===== config.mk =====
export PLATFORM = sky130hd
export DESIGN_NAME = ps2_mouse_packet_decoder_top
export DESIGN_NICKNAME = d
export VERILOG_FILES = /design/src/rtl/core/ps2md_pkg.sv /design/src/rtl/core/ps2md_regs.sv /design/src/rtl/core/ps2md_front.sv /design/src/rtl/core/ps2md_queue.sv /design/src/rtl/core/ps2md_back.sv /design/src/rtl/core/ps2_mouse_packet_decoder_top.sv
export VERILOG_INCLUDE_DIRS = /design/src /design/src/rtl/core
export SDC_FILE = /design/constraint.sdc
export NUM_CORES = 1
export LEC_CHECK = 0
export BUFFER_PORTS_ARGS = -buffer_cell sky130_fd_sc_hd__buf_2
export CAP_MARGIN = 20
export CORE_MARGIN = 4
export CORE_UTILIZATION = 48
export DETAILED_ROUTE_END_ITERATION = 12
export PLACE_DENSITY = 0.69
export SLEW_MARGIN = 25
export SYNTH_ARGS = -nofsm -noshare
export SYNTH_HDL_FRONTEND = slang
export SYNTH_SLANG_ARGS = --single-unit

===== constraint.sdc =====
create_clock -name clk -period 14.2 [get_ports clk]
set_input_delay 1.42 -clock clk [delete_from_list [all_inputs] [get_ports clk]]
set_output_delay 1.42 -clock clk [all_outputs]
set_load 0.01 [all_outputs]

===== src/rtl/core/assert_macros.svh =====
// Assertion helpers shared by the RTL.
// Both sample on the rising edge of clk; the second is switched off in reset.
`ifndef ASSERT_MACROS_SVH
`define ASSERT_MACROS_SVH

// Checked at every edge, reset included
`define ASSERT_CLK(lbl, prop, msg) \
  lbl: assert property (@(posedge clk) prop) else $error(msg);

// Checked only while out of reset
`define ASSERT_CLKD(lbl, prop, msg) \
  lbl: assert property (@(posedge clk) disable iff (!rst_n) prop) else $error(msg);

`endif


===== src/rtl/core/ps2md_pkg.sv =====
package ps2md_pkg;

  // Coordinate range of the cursor
  localparam int unsigned COORD_BITS = 12;
  localparam int unsigned COORD_MAX  = (1 << COORD_BITS) - 1;

  // Field widths
  localparam int unsigned BYTE_W  = 8;
  localparam int unsigned POS_W   = 12;
  localparam int unsigned LIMIT_W = 12;
  localparam int unsigned DX_W    = 9;
  localparam int unsigned DY_W    = 10;
  localparam int unsigned BTN_W   = 3;

  // Signed width of the cursor sum ahead of the clamp
  localparam int unsigned SUM_W = 18;

  // Protocol bytes and header bits
  localparam logic [BYTE_W-1:0] ACK_BYTE  = 8'hFA;
  localparam logic [BYTE_W-1:0] HDR_MASK  = 8'hC8;
  localparam logic [BYTE_W-1:0] HDR_VALUE = 8'h08;
  localparam int unsigned XSIGN_BIT = 4;
  localparam int unsigned YSIGN_BIT = 5;

  // Reset values
  localparam logic [POS_W-1:0]   POS_X_RST   = 12'd152;
  localparam logic [POS_W-1:0]   POS_Y_RST   = 12'd78;
  localparam logic [LIMIT_W-1:0] X_LIMIT_RST = 12'd304;
  localparam logic [LIMIT_W-1:0] Y_LIMIT_RST = 12'd184;

  // Register file
  localparam int unsigned PADDR_W = 3;
  localparam int unsigned PDATA_W = 32;
  localparam logic REG_X_LIMIT = 1'b0;
  localparam logic REG_Y_LIMIT = 1'b1;

  // Queue between framer and cursor unit
  localparam int unsigned QDEPTH = 2;
  localparam int unsigned QPTR_W = $clog2(QDEPTH);
  localparam int unsigned QCNT_W = $clog2(QDEPTH + 1);

  typedef enum logic [1:0] {
    PH_ACK = 2'd0,
    PH_HDR = 2'd1,
    PH_X   = 2'd2,
    PH_Y   = 2'd3
  } phase_t;

  typedef enum logic [2:0] {
    EV_WAIT_DROP = 3'd0,
    EV_ACK       = 3'd1,
    EV_HDR_OK    = 3'd2,
    EV_HDR_REJ   = 3'd3,
    EV_XBYTE     = 3'd4,
    EV_DONE      = 3'd5
  } event_t;

  // One classified item on its way to the cursor unit
  typedef struct packed {
    event_t                  ev;
    logic [BYTE_W-1:0]       byte_val;
    logic [BTN_W-1:0]        btn;
    logic signed [DX_W-1:0]  dx;
    logic signed [DY_W-1:0]  dy;
  } cmd_t;

  typedef struct packed {
    logic [LIMIT_W-1:0] x_limit;
    logic [LIMIT_W-1:0] y_limit;
  } limits_t;

endpackage


===== src/rtl/core/ps2md_regs.sv =====
module ps2md_regs (
  input  logic                          clk,
  input  logic                          rst_n,
  input  logic                          psel,
  input  logic                          penable,
  input  logic                          pwrite,
  input  logic [ps2md_pkg::PADDR_W-1:0] paddr,
  input  logic [ps2md_pkg::PDATA_W-1:0] pwdata,
  output logic [ps2md_pkg::PDATA_W-1:0] prdata,
  output logic                          pready,
  output ps2md_pkg::limits_t            limits
);

  logic [ps2md_pkg::LIMIT_W-1:0] x_limit_r;
  logic [ps2md_pkg::LIMIT_W-1:0] y_limit_r;
  logic                          wr_en;
  logic                          reg_sel;

  assign pready  = 1'b1;
  assign wr_en   = psel & penable & pwrite;
  assign reg_sel = paddr[2];

  // Limit registers
  always_ff @(posedge clk) begin
    if (!rst_n) begin
      x_limit_r <= ps2md_pkg::X_LIMIT_RST;
      y_limit_r <= ps2md_pkg::Y_LIMIT_RST;
    end else if (wr_en) begin
      if (reg_sel == ps2md_pkg::REG_X_LIMIT) begin
        x_limit_r <= pwdata[ps2md_pkg::LIMIT_W-1:0];
      end else begin
        y_limit_r <= pwdata[ps2md_pkg::LIMIT_W-1:0];
      end
    end
  end

  // Read back
  always_comb begin
    prdata = '0;
    if (reg_sel == ps2md_pkg::REG_X_LIMIT) begin
      prdata[ps2md_pkg::LIMIT_W-1:0] = x_limit_r;
    end else begin
      prdata[ps2md_pkg::LIMIT_W-1:0] = y_limit_r;
    end
  end

  assign limits.x_limit = x_limit_r;
  assign limits.y_limit = y_limit_r;

endmodule


===== src/rtl/core/ps2md_front.sv =====
module ps2md_front (
  input  logic                         clk,
  input  logic                         rst_n,
  input  logic                         push,
  input  logic [ps2md_pkg::BYTE_W-1:0] in_mouse_byte,
  input  logic                         q_full,
  output logic                         q_push,
  output ps2md_pkg::cmd_t              q_cmd
);

  ps2md_pkg::phase_t phase_r, phase_nxt;
  logic [ps2md_pkg::BYTE_W-1:0] hdr_r;
  logic [ps2md_pkg::BYTE_W-1:0] xbyte_r;
  logic accept;
  logic hdr_good;
  logic hdr_load;
  logic x_load;
  logic signed [ps2md_pkg::DX_W-1:0] y_ext;

  assign accept   = push & ~q_full;
  assign q_push   = accept;
  assign hdr_good = (in_mouse_byte & ps2md_pkg::HDR_MASK) == ps2md_pkg::HDR_VALUE;
  assign y_ext    = $signed({hdr_r[ps2md_pkg::YSIGN_BIT], in_mouse_byte});

  // Framing state: next phase
  always_comb begin
    phase_nxt = phase_r;
    if (accept) begin
      unique case (phase_r)
        ps2md_pkg::PH_ACK: begin
          if (in_mouse_byte == ps2md_pkg::ACK_BYTE) phase_nxt = ps2md_pkg::PH_HDR;
        end
        ps2md_pkg::PH_HDR: begin
          if (hdr_good) phase_nxt = ps2md_pkg::PH_X;
        end
        ps2md_pkg::PH_X: phase_nxt = ps2md_pkg::PH_Y;
        ps2md_pkg::PH_Y: phase_nxt = ps2md_pkg::PH_HDR;
        default: phase_nxt = ps2md_pkg::PH_ACK;
      endcase
    end
  end

  // Framing state: classification of the current byte
  always_comb begin
    q_cmd          = '0;
    q_cmd.byte_val = in_mouse_byte;
    q_cmd.ev       = ps2md_pkg::EV_WAIT_DROP;
    hdr_load       = 1'b0;
    x_load         = 1'b0;
    unique case (phase_r)
      ps2md_pkg::PH_ACK: begin
        q_cmd.ev = (in_mouse_byte == ps2md_pkg::ACK_BYTE) ? ps2md_pkg::EV_ACK
                                                           : ps2md_pkg::EV_WAIT_DROP;
      end
      ps2md_pkg::PH_HDR: begin
        q_cmd.ev = hdr_good ? ps2md_pkg::EV_HDR_OK : ps2md_pkg::EV_HDR_REJ;
        hdr_load = accept & hdr_good;
      end
      ps2md_pkg::PH_X: begin
        q_cmd.ev = ps2md_pkg::EV_XBYTE;
        x_load   = accept;
      end
      ps2md_pkg::PH_Y: begin
        q_cmd.ev  = ps2md_pkg::EV_DONE;
        q_cmd.btn = hdr_r[ps2md_pkg::BTN_W-1:0];
        q_cmd.dx  = $signed({hdr_r[ps2md_pkg::XSIGN_BIT], xbyte_r});
        q_cmd.dy  = -{y_ext[ps2md_pkg::DX_W-1], y_ext};
      end
      default: q_cmd.ev = ps2md_pkg::EV_WAIT_DROP;
    endcase
  end

  always_ff @(posedge clk) begin
    if (!rst_n) begin
      phase_r <= ps2md_pkg::PH_ACK;
    end else begin
      phase_r <= phase_nxt;
    end
  end

  // Packet bytes kept for the final step; no reset needed
  always_ff @(posedge clk) begin
    if (hdr_load) hdr_r <= in_mouse_byte;
    if (x_load) xbyte_r <= in_mouse_byte;
  end

endmodule


===== src/rtl/core/ps2md_queue.sv =====
`include "assert_macros.svh"

module ps2md_queue (
  input  logic            clk,
  input  logic            rst_n,
  input  logic            wr_en,
  input  ps2md_pkg::cmd_t wr_data,
  output logic            full,
  input  logic            rd_en,
  output logic            rd_valid,
  output ps2md_pkg::cmd_t rd_data
);

  ps2md_pkg::cmd_t mem [ps2md_pkg::QDEPTH];
  logic [ps2md_pkg::QPTR_W-1:0] wr_ptr_r;
  logic [ps2md_pkg::QPTR_W-1:0] rd_ptr_r;
  logic [ps2md_pkg::QCNT_W-1:0] cnt_r;
  logic do_wr;
  logic do_rd;

  assign full     = (cnt_r == ps2md_pkg::QCNT_W'(ps2md_pkg::QDEPTH));
  assign rd_valid = (cnt_r != '0);
  assign do_wr    = wr_en & ~full;
  assign do_rd    = rd_en & rd_valid;
  assign rd_data  = mem[rd_ptr_r];

  function automatic logic [ps2md_pkg::QPTR_W-1:0] ptr_inc(
    input logic [ps2md_pkg::QPTR_W-1:0] p
  );
    if (p == ps2md_pkg::QPTR_W'(ps2md_pkg::QDEPTH - 1)) return '0;
    return p + 1'b1;
  endfunction

  // Pointers and fill count
  always_ff @(posedge clk) begin
    if (!rst_n) begin
      wr_ptr_r <= '0;
      rd_ptr_r <= '0;
      cnt_r    <= '0;
    end else begin
      if (do_wr) wr_ptr_r <= ptr_inc(wr_ptr_r);
      if (do_rd) rd_ptr_r <= ptr_inc(rd_ptr_r);
      if (do_wr && !do_rd) begin
        cnt_r <= cnt_r + 1'b1;
      end else if (do_rd && !do_wr) begin
        cnt_r <= cnt_r - 1'b1;
      end
    end
  end

  // Entry storage
  always_ff @(posedge clk) begin
    if (do_wr) mem[wr_ptr_r] <= wr_data;
  end

  `ASSERT_CLK(a_q_rst_empty, !rst_n |=> (cnt_r == '0), "queue not empty after reset")
  `ASSERT_CLKD(a_q_cnt_range, cnt_r <= ps2md_pkg::QCNT_W'(ps2md_pkg::QDEPTH), "queue count overflow")
  `ASSERT_CLKD(a_q_no_push_full, wr_en |-> !full, "item pushed into full queue")
  `ASSERT_CLKD(a_q_ptr_track, (ps2md_pkg::QPTR_W'(rd_ptr_r + cnt_r) == wr_ptr_r), "queue pointers disagree with count")

endmodule


===== src/rtl/core/ps2md_back.sv =====
module ps2md_back (
  input  logic                                clk,
  input  logic                                rst_n,
  input  ps2md_pkg::limits_t                  limits,
  input  logic                                q_valid,
  input  ps2md_pkg::cmd_t                     q_cmd,
  output logic                                q_pop,
  input  logic                                pop,
  output logic                                empty,
  output logic [2:0]                          out_event_res,
  output logic [ps2md_pkg::BYTE_W-1:0]        out_byte_echo,
  output logic [ps2md_pkg::BTN_W-1:0]         out_buttons,
  output logic signed [ps2md_pkg::DX_W-1:0]   out_delta_x,
  output logic signed [ps2md_pkg::DY_W-1:0]   out_delta_y,
  output logic [ps2md_pkg::POS_W-1:0]         out_cursor_x,
  output logic [ps2md_pkg::POS_W-1:0]         out_cursor_y
);

  logic                        out_valid_r;
  logic [ps2md_pkg::POS_W-1:0] pos_x_r, pos_x_nxt;
  logic [ps2md_pkg::POS_W-1:0] pos_y_r, pos_y_nxt;
  logic                        take;
  logic                        is_done;

  // Add a delta and clamp to [0, min(limit, coordinate max)]
  function automatic logic [ps2md_pkg::POS_W-1:0] clamp_add(
    input logic [ps2md_pkg::POS_W-1:0]      pos,
    input logic signed [ps2md_pkg::DY_W-1:0] delta,
    input logic [ps2md_pkg::LIMIT_W-1:0]    limit
  );
    logic signed [ps2md_pkg::SUM_W-1:0] sum;
    logic signed [ps2md_pkg::SUM_W-1:0] bnd;
    logic signed [ps2md_pkg::SUM_W-1:0] lim_ext;
    lim_ext = $signed(ps2md_pkg::SUM_W'(limit));
    if (lim_ext > $signed(ps2md_pkg::SUM_W'(ps2md_pkg::COORD_MAX))) begin
      bnd = $signed(ps2md_pkg::SUM_W'(ps2md_pkg::COORD_MAX));
    end else begin
      bnd = lim_ext;
    end
    sum = $signed(ps2md_pkg::SUM_W'(pos)) + ps2md_pkg::SUM_W'(delta);
    if (sum < 0) return '0;
    if (sum > bnd) return bnd[ps2md_pkg::POS_W-1:0];
    return sum[ps2md_pkg::POS_W-1:0];
  endfunction

  assign take    = q_valid & (~out_valid_r | pop);
  assign q_pop   = take;
  assign empty   = ~out_valid_r;
  assign is_done = (q_cmd.ev == ps2md_pkg::EV_DONE);

  // Cursor update on a finished packet
  always_comb begin
    pos_x_nxt = pos_x_r;
    pos_y_nxt = pos_y_r;
    if (is_done) begin
      pos_x_nxt = clamp_add(pos_x_r, ps2md_pkg::DY_W'(q_cmd.dx), limits.x_limit);
      pos_y_nxt = clamp_add(pos_y_r, q_cmd.dy, limits.y_limit);
    end
  end

  // Control state: output valid and cursor position
  always_ff @(posedge clk) begin
    if (!rst_n) begin
      out_valid_r <= 1'b0;
      pos_x_r     <= ps2md_pkg::POS_X_RST;
      pos_y_r     <= ps2md_pkg::POS_Y_RST;
    end else begin
      if (take) begin
        out_valid_r <= 1'b1;
        pos_x_r     <= pos_x_nxt;
        pos_y_r     <= pos_y_nxt;
      end else if (pop) begin
        out_valid_r <= 1'b0;
      end
    end
  end

  // Result register
  always_ff @(posedge clk) begin
    if (take) begin
      out_event_res <= q_cmd.ev;
      out_byte_echo <= q_cmd.byte_val;
      out_buttons   <= q_cmd.btn;
      out_delta_x   <= q_cmd.dx;
      out_delta_y   <= q_cmd.dy;
      out_cursor_x  <= pos_x_nxt;
      out_cursor_y  <= pos_y_nxt;
    end
  end

endmodule


===== src/rtl/core/ps2_mouse_packet_decoder_top.sv =====
// PS/2 mouse packet decoder with clamped cursor.
// The framer classifies a byte as it enters a two-entry queue; the cursor unit then loads
// the result register, which is refilled as it is popped. Throughput: one byte per cycle
// while the queue is not full.
// Reset (rst_n low, synchronous): waits for the 0xFA ack, cursor at (152, 78),
// limits 304 and 184, queue and result register empty.
module ps2_mouse_packet_decoder_top (
  input  logic                                clk,
  input  logic                                rst_n,
  input  logic                                push,
  output logic                                full,
  input  logic [ps2md_pkg::BYTE_W-1:0]        in_mouse_byte,
  output logic                                empty,
  input  logic                                pop,
  output logic [2:0]                          out_event_res,
  output logic [ps2md_pkg::BYTE_W-1:0]        out_byte_echo,
  output logic [ps2md_pkg::BTN_W-1:0]         out_buttons,
  output logic signed [ps2md_pkg::DX_W-1:0]   out_delta_x,
  output logic signed [ps2md_pkg::DY_W-1:0]   out_delta_y,
  output logic [ps2md_pkg::POS_W-1:0]         out_cursor_x,
  output logic [ps2md_pkg::POS_W-1:0]         out_cursor_y,
  input  logic                                psel,
  input  logic                                penable,
  input  logic                                pwrite,
  input  logic [ps2md_pkg::PADDR_W-1:0]       paddr,
  input  logic [ps2md_pkg::PDATA_W-1:0]       pwdata,
  output logic [ps2md_pkg::PDATA_W-1:0]       prdata,
  output logic                                pready
);

  ps2md_pkg::limits_t limits;
  ps2md_pkg::cmd_t    f_cmd;
  ps2md_pkg::cmd_t    q_cmd;
  logic               f_push;
  logic               q_full;
  logic               q_valid;
  logic               q_pop;

  assign full = q_full;

  ps2md_regs u_regs (
    .clk     (clk),
    .rst_n   (rst_n),
    .psel    (psel),
    .penable (penable),
    .pwrite  (pwrite),
    .paddr   (paddr),
    .pwdata  (pwdata),
    .prdata  (prdata),
    .pready  (pready),
    .limits  (limits)
  );

  ps2md_front u_front (
    .clk           (clk),
    .rst_n         (rst_n),
    .push          (push),
    .in_mouse_byte (in_mouse_byte),
    .q_full        (q_full),
    .q_push        (f_push),
    .q_cmd         (f_cmd)
  );

  ps2md_queue u_queue (
    .clk      (clk),
    .rst_n    (rst_n),
    .wr_en    (f_push),
    .wr_data  (f_cmd),
    .full     (q_full),
    .rd_en    (q_pop),
    .rd_valid (q_valid),
    .rd_data  (q_cmd)
  );

  ps2md_back u_back (
    .clk           (clk),
    .rst_n         (rst_n),
    .limits        (limits),
    .q_valid       (q_valid),
    .q_cmd         (q_cmd),
    .q_pop         (q_pop),
    .pop           (pop),
    .empty         (empty),
    .out_event_res (out_event_res),
    .out_byte_echo (out_byte_echo),
    .out_buttons   (out_buttons),
    .out_delta_x   (out_delta_x),
    .out_delta_y   (out_delta_y),
    .out_cursor_x  (out_cursor_x),
    .out_cursor_y  (out_cursor_y)
  );

endmodule

==> metrics.log <==
[metrics] outcome: complete, no violations
[metrics] FMAX: 190 MHz
[metrics] worst clock skew on the final layout: 10.8 ps
[metrics] final setup violating endpoints: 0
[metrics] number of maximum-capacitance constraint violations: 0
[metrics] combinational share of power: 38.1%
[metrics] worst relative slew slack: 38.0%
[metrics] post-synthesis compound-gate area fraction: 10.9%
[metrics] layer with the highest usage after global routing: met2
[metrics] number of buffers created by CTS: 17
[metrics] horizontal die dimension: 147 um
[metrics] sum of routed wire length over all layers: 20500 um
[metrics] mux cell area share after synthesis: 6.65%
[metrics] final hold violation count: 0
[metrics] detailed placement HPWL: 14600 um
[metrics] clock tree from TritonCTS: done
[metrics] initial detailed-routing violation count: 452
[metrics] largest net degree at the start of global routing: 49
[metrics] area leader, netlist: sky130_fd_sc_hd__edfxtp_1
[metrics] via-per-instance ratio: 5.25
[metrics] Critical Path Source Type: flop
[metrics] Post-Synth Adder-Cell Area: 8.22%
[metrics] DRC violations left: 0
[metrics] H-tree levels: 4
[metrics] Max Transition Viols Final: 0
[metrics] vertical die dimension: 147 um
[metrics] RSZ-0062 raised after global routing: no
[metrics] residual antenna-violating net count after detailed routing: 0
[metrics] effective utilization at floorplan: 49.3%
[metrics] maximum vdd drop: 0.0954 mV
[metrics] combinational family with the most area after synthesis: compound AO/OA/AOI/OAI gates
[metrics] Die Area: 21700 um^2
[metrics] shortest period the worst path allows: 5250 ps
[metrics] Non-Filler Cell Area, Final: 10600 um^2
[metrics] GR Util met2: 30.8%
[metrics] flops & latches, synth: 192
[metrics] FP Rows: 50
[metrics] simple-gate portion of the synthesized area: 10.4%
[metrics] Final nets: 1037
[metrics] power density relative to cell area: 190 nW/um^2
[metrics] met3 Track Usage GR: 3.39%
[metrics] floorplan core area: 18900 um^2
[metrics] antenna violations before repair: 0
[metrics] standard cell area after detailed placement: 9990 um^2
[metrics] routability cong.: 0.870
[metrics] Clock power frac: 23.1%
[metrics] wire per inst: 17.1 um
[metrics] clock latency on the worst-skew pair: 440 ps
[metrics] predominant post-synthesis flop cell: sky130_fd_sc_hd__edfxtp_1
[metrics] buffer depth of the longest clock path: 2
[metrics] period utilization: 37.0%
[metrics] global routing usage on met1: 25.9%
[metrics] synthesis-to-finish area growth: 13.4%
[metrics] standby leakage power: 4.20 nW
[metrics] root buffer selected by CTS: sky130_fd_sc_hd__clkbuf_16
[metrics] number of buffer cells added on primary ports: 98
[metrics] crit path kind: flop to flop
[metrics] GR Overflow Total: 0
[metrics] most used cells in the layout excluding fill and tap cells: 136 x sky130_fd_sc_hd__edfxtp_1, 114 x sky130_fd_sc_hd__nand2_1, 98 x sky130_fd_sc_hd__buf_2, 58 x sky130_fd_sc_hd__ha_1, 56 x sky130_fd_sc_hd__dfxtp_1
[metrics] async set-or-reset flop fraction in the synthesized netlist: 0%
[metrics] main area contributors after synthesis: sky130_fd_sc_hd__edfxtp_1 44%, sky130_fd_sc_hd__dfxtp_1 12%, sky130_fd_sc_hd__ha_1 7.8%
[metrics] DRT Pass-1 Iters: 5
[metrics] synthesis warning total: 0
[metrics] synthesized area per cell: 11.2 um^2
[metrics] part of the Yosys area used for sequential elements: 55.9%
[metrics] portion of total power attributed to sequential cells: 38.8%
[metrics] mapped cell area: 9320 um^2
[metrics] number of hold-repair buffers added at the cts stage: 0
[metrics] global router's overall resource usage: 19.0%
[metrics] sw frac: 36.7%
[metrics] Least-Margin Pin Slew: 927 ps
[metrics] xor/xnor share of the synthesized area: 2.91%
[metrics] commonest non-fill, non-tap cell in the layout: sky130_fd_sc_hd__edfxtp_1
[metrics] CP max FO: 33
[metrics] setup TNS: 0 ps
[metrics] DR vias: 6309
[metrics] critical path data arrival time: 5430 ps
[metrics] CP Data Required Time: 14380 ps
[metrics] cell-internal power: 1.27 mW
[metrics] ratio of cells with drive above 1 in the final layout: 19.0%
[metrics] worst hold path class: flop to flop
[metrics] EDFF count, synth: 136
[metrics] global-route wire length before repair: 32100 um
[metrics] number of global-route vias before repair: 6082
[metrics] count of distinct cell types in the synthesized netlist: 54
[metrics] clock-pin slew of the registers on the worst-case setup and hold paths: 70 ps
[metrics] post-CTS setup repair buffer count: 0
[metrics] Post-Syn Instances: 830
[metrics] post-synth top area share: 43.8%
[metrics] P_sw: 0.737 mW
[metrics] Ports: 142
[metrics] number of sinks on the clock net: 192
[metrics] Crit. End Element: flop
[metrics] post_cts resized: 0
[metrics] fillcell total: 1666
==> cell type report <==
cell class	instances	area [um^2]	area share (%)
Antenna cell	1	2.50	0.0237
Clock buffer	17	425	4.03
Clock inverter	15	149	1.41
Inverter	53	199	1.88
Multi-Input combinational cell	558	3720	35.2
Sequential cell	192	5200	49.2
Tap cell	260	325	3.08
Timing Repair Buffer	105	543	5.14
==> flip-flops by register name, summed over array words and instances (netlist names), 5 cells and up, named ones only <==
signal,flops
u_back.out_byte_echo,8
u_back.out_cursor_x,12
u_back.out_cursor_y,12
u_back.out_delta_x,9
u_back.out_delta_y,10
u_back.pos_x_r,12
u_back.pos_y_r,12
u_front.hdr_r,5
u_front.xbyte_r,8
u_queue.mem,66
u_regs.x_limit_r,12
u_regs.y_limit_r,12
==> stage by stage <==
| stage | instances | setup WS (ps) | util, % | hold slack [ps] | total power, mW |
|---|---|---|---|---|---|
| 3_3_place_gp | 1168 | 9060 | 52.9 | 456 | 1.54 |
| 3_5_place_dp | 1168 | 9040 | 52.9 | 462 | 1.56 |
| 4_1_cts | 1200 | 8940 | 55.9 | 472 | 2.03 |
| 2_1_floorplan | 849 | 9580 | - | 447 | 1.34 |
| 6_report | 1201 | 8950 | 55.9 | 472 | 2.01 |
| 5_1_grt | 1200 | 8650 | 55.9 | 501 | 2.13 |
==> power by group through the flow <==
| stage | combinational (mW) | clock [mW] | sequential [mW] |
|---|---|---|---|
| 2_1_floorplan | 0.516 | 0 | 0.828 |
| 3_3_place_gp | 0.752 | 0 | 0.791 |
| 3_5_place_dp | 0.764 | 0 | 0.793 |
| 4_1_cts | 0.771 | 0.472 | 0.782 |
| 5_1_grt | 0.847 | 0.497 | 0.791 |
| 6_report | 0.766 | 0.465 | 0.780 |
==> synthesized netlist by cell type (2+ instances only) <==
cell type,n
sky130_fd_sc_hd__or3_1,4
sky130_fd_sc_hd__and2_1,14
sky130_fd_sc_hd__o21ai_0,48
sky130_fd_sc_hd__edfxtp_1,136
sky130_fd_sc_hd__o211ai_1,11
sky130_fd_sc_hd__mux2_2,31
sky130_fd_sc_hd__a21o_1,5
sky130_fd_sc_hd__mux2i_1,27
sky130_fd_sc_hd__a211oi_1,3
sky130_fd_sc_hd__nor4_1,3
sky130_fd_sc_hd__dfxtp_1,56
sky130_fd_sc_hd__buf_2,2
sky130_fd_sc_hd__o21a_1,8
sky130_fd_sc_hd__nor2b_1,4
sky130_fd_sc_hd__a31oi_1,2
sky130_fd_sc_hd__nor2_1,41
sky130_fd_sc_hd__clkbuf_1,17
sky130_fd_sc_hd__xor2_1,12
sky130_fd_sc_hd__nand2_1,114
sky130_fd_sc_hd__nand2b_1,6
sky130_fd_sc_hd__o31a_1,3
sky130_fd_sc_hd__o22ai_1,2
sky130_fd_sc_hd__and3_1,3
sky130_fd_sc_hd__fa_1,2
sky130_fd_sc_hd__buf_4,21
sky130_fd_sc_hd__inv_1,53
sky130_fd_sc_hd__o21bai_1,2
sky130_fd_sc_hd__a21oi_1,48
sky130_fd_sc_hd__buf_1,3
sky130_fd_sc_hd__conb_1,2
sky130_fd_sc_hd__xnor2_1,19
sky130_fd_sc_hd__nor3_1,7
sky130_fd_sc_hd__nand4_1,8
sky130_fd_sc_hd__a21oi_2,2
sky130_fd_sc_hd__ha_1,58
sky130_fd_sc_hd__o21ai_1,22
sky130_fd_sc_hd__o311ai_0,2
sky130_fd_sc_hd__buf_6,2
sky130_fd_sc_hd__nand3_1,12
==> path summary, 6_finish.rpt <==
path	start	end	slack, ps	depth (start not counted)
max	flop	u_back.out_cursor_x[2]	8950	15
min reg2reg	u_regs.x_limit_r[1]	u_regs.x_limit_r[1]	470	2
min	u_regs.x_limit_r[1]	u_regs.x_limit_r[1]	470	2
max reg2reg	flop	u_back.out_cursor_x[2]	8950	15
==> worst max-delay path: stages, from the launching register on <==
cell and delay, ps:
sky130_fd_sc_hd__dfxtp_1 320, sky130_fd_sc_hd__buf_4 420, sky130_fd_sc_hd__mux2i_1 500, sky130_fd_sc_hd__inv_1 250, sky130_fd_sc_hd__ha_1 400, sky130_fd_sc_hd__a21o_1 250, sky130_fd_sc_hd__nor4_1 460, sky130_fd_sc_hd__nor3_1 140
sky130_fd_sc_hd__xor2_1 200, sky130_fd_sc_hd__ha_1 320, sky130_fd_sc_hd__nand4_1 120, sky130_fd_sc_hd__o311ai_0 360, sky130_fd_sc_hd__nor2_1 110, sky130_fd_sc_hd__o211ai_2 650, sky130_fd_sc_hd__mux2i_1 380, sky130_fd_sc_hd__o21ai_1 90
==> routing by layer <==
metal / share of wire (%) / vias up
li1: - / 3100
met1: 46 / 3027
met2: 47 / 155
met3: 5.1 / 27
met4: 1.9 / 0
met5: 0 / -
==> logic make-up (layout without fill, tap and decap cells) <==
kind of cell,Yosys count,after routing
multiplexers,58,58
other,2,22
AO/OA/AOI/OAI,169,169
flip-flops,192,192
buffers and inverters,99,190
AND/OR/NAND/NOR,219,219
XOR/XNOR,31,31
adder cells (fa/ha/maj),60,60
No activity file was read; power rests on OpenSTA's default activity.
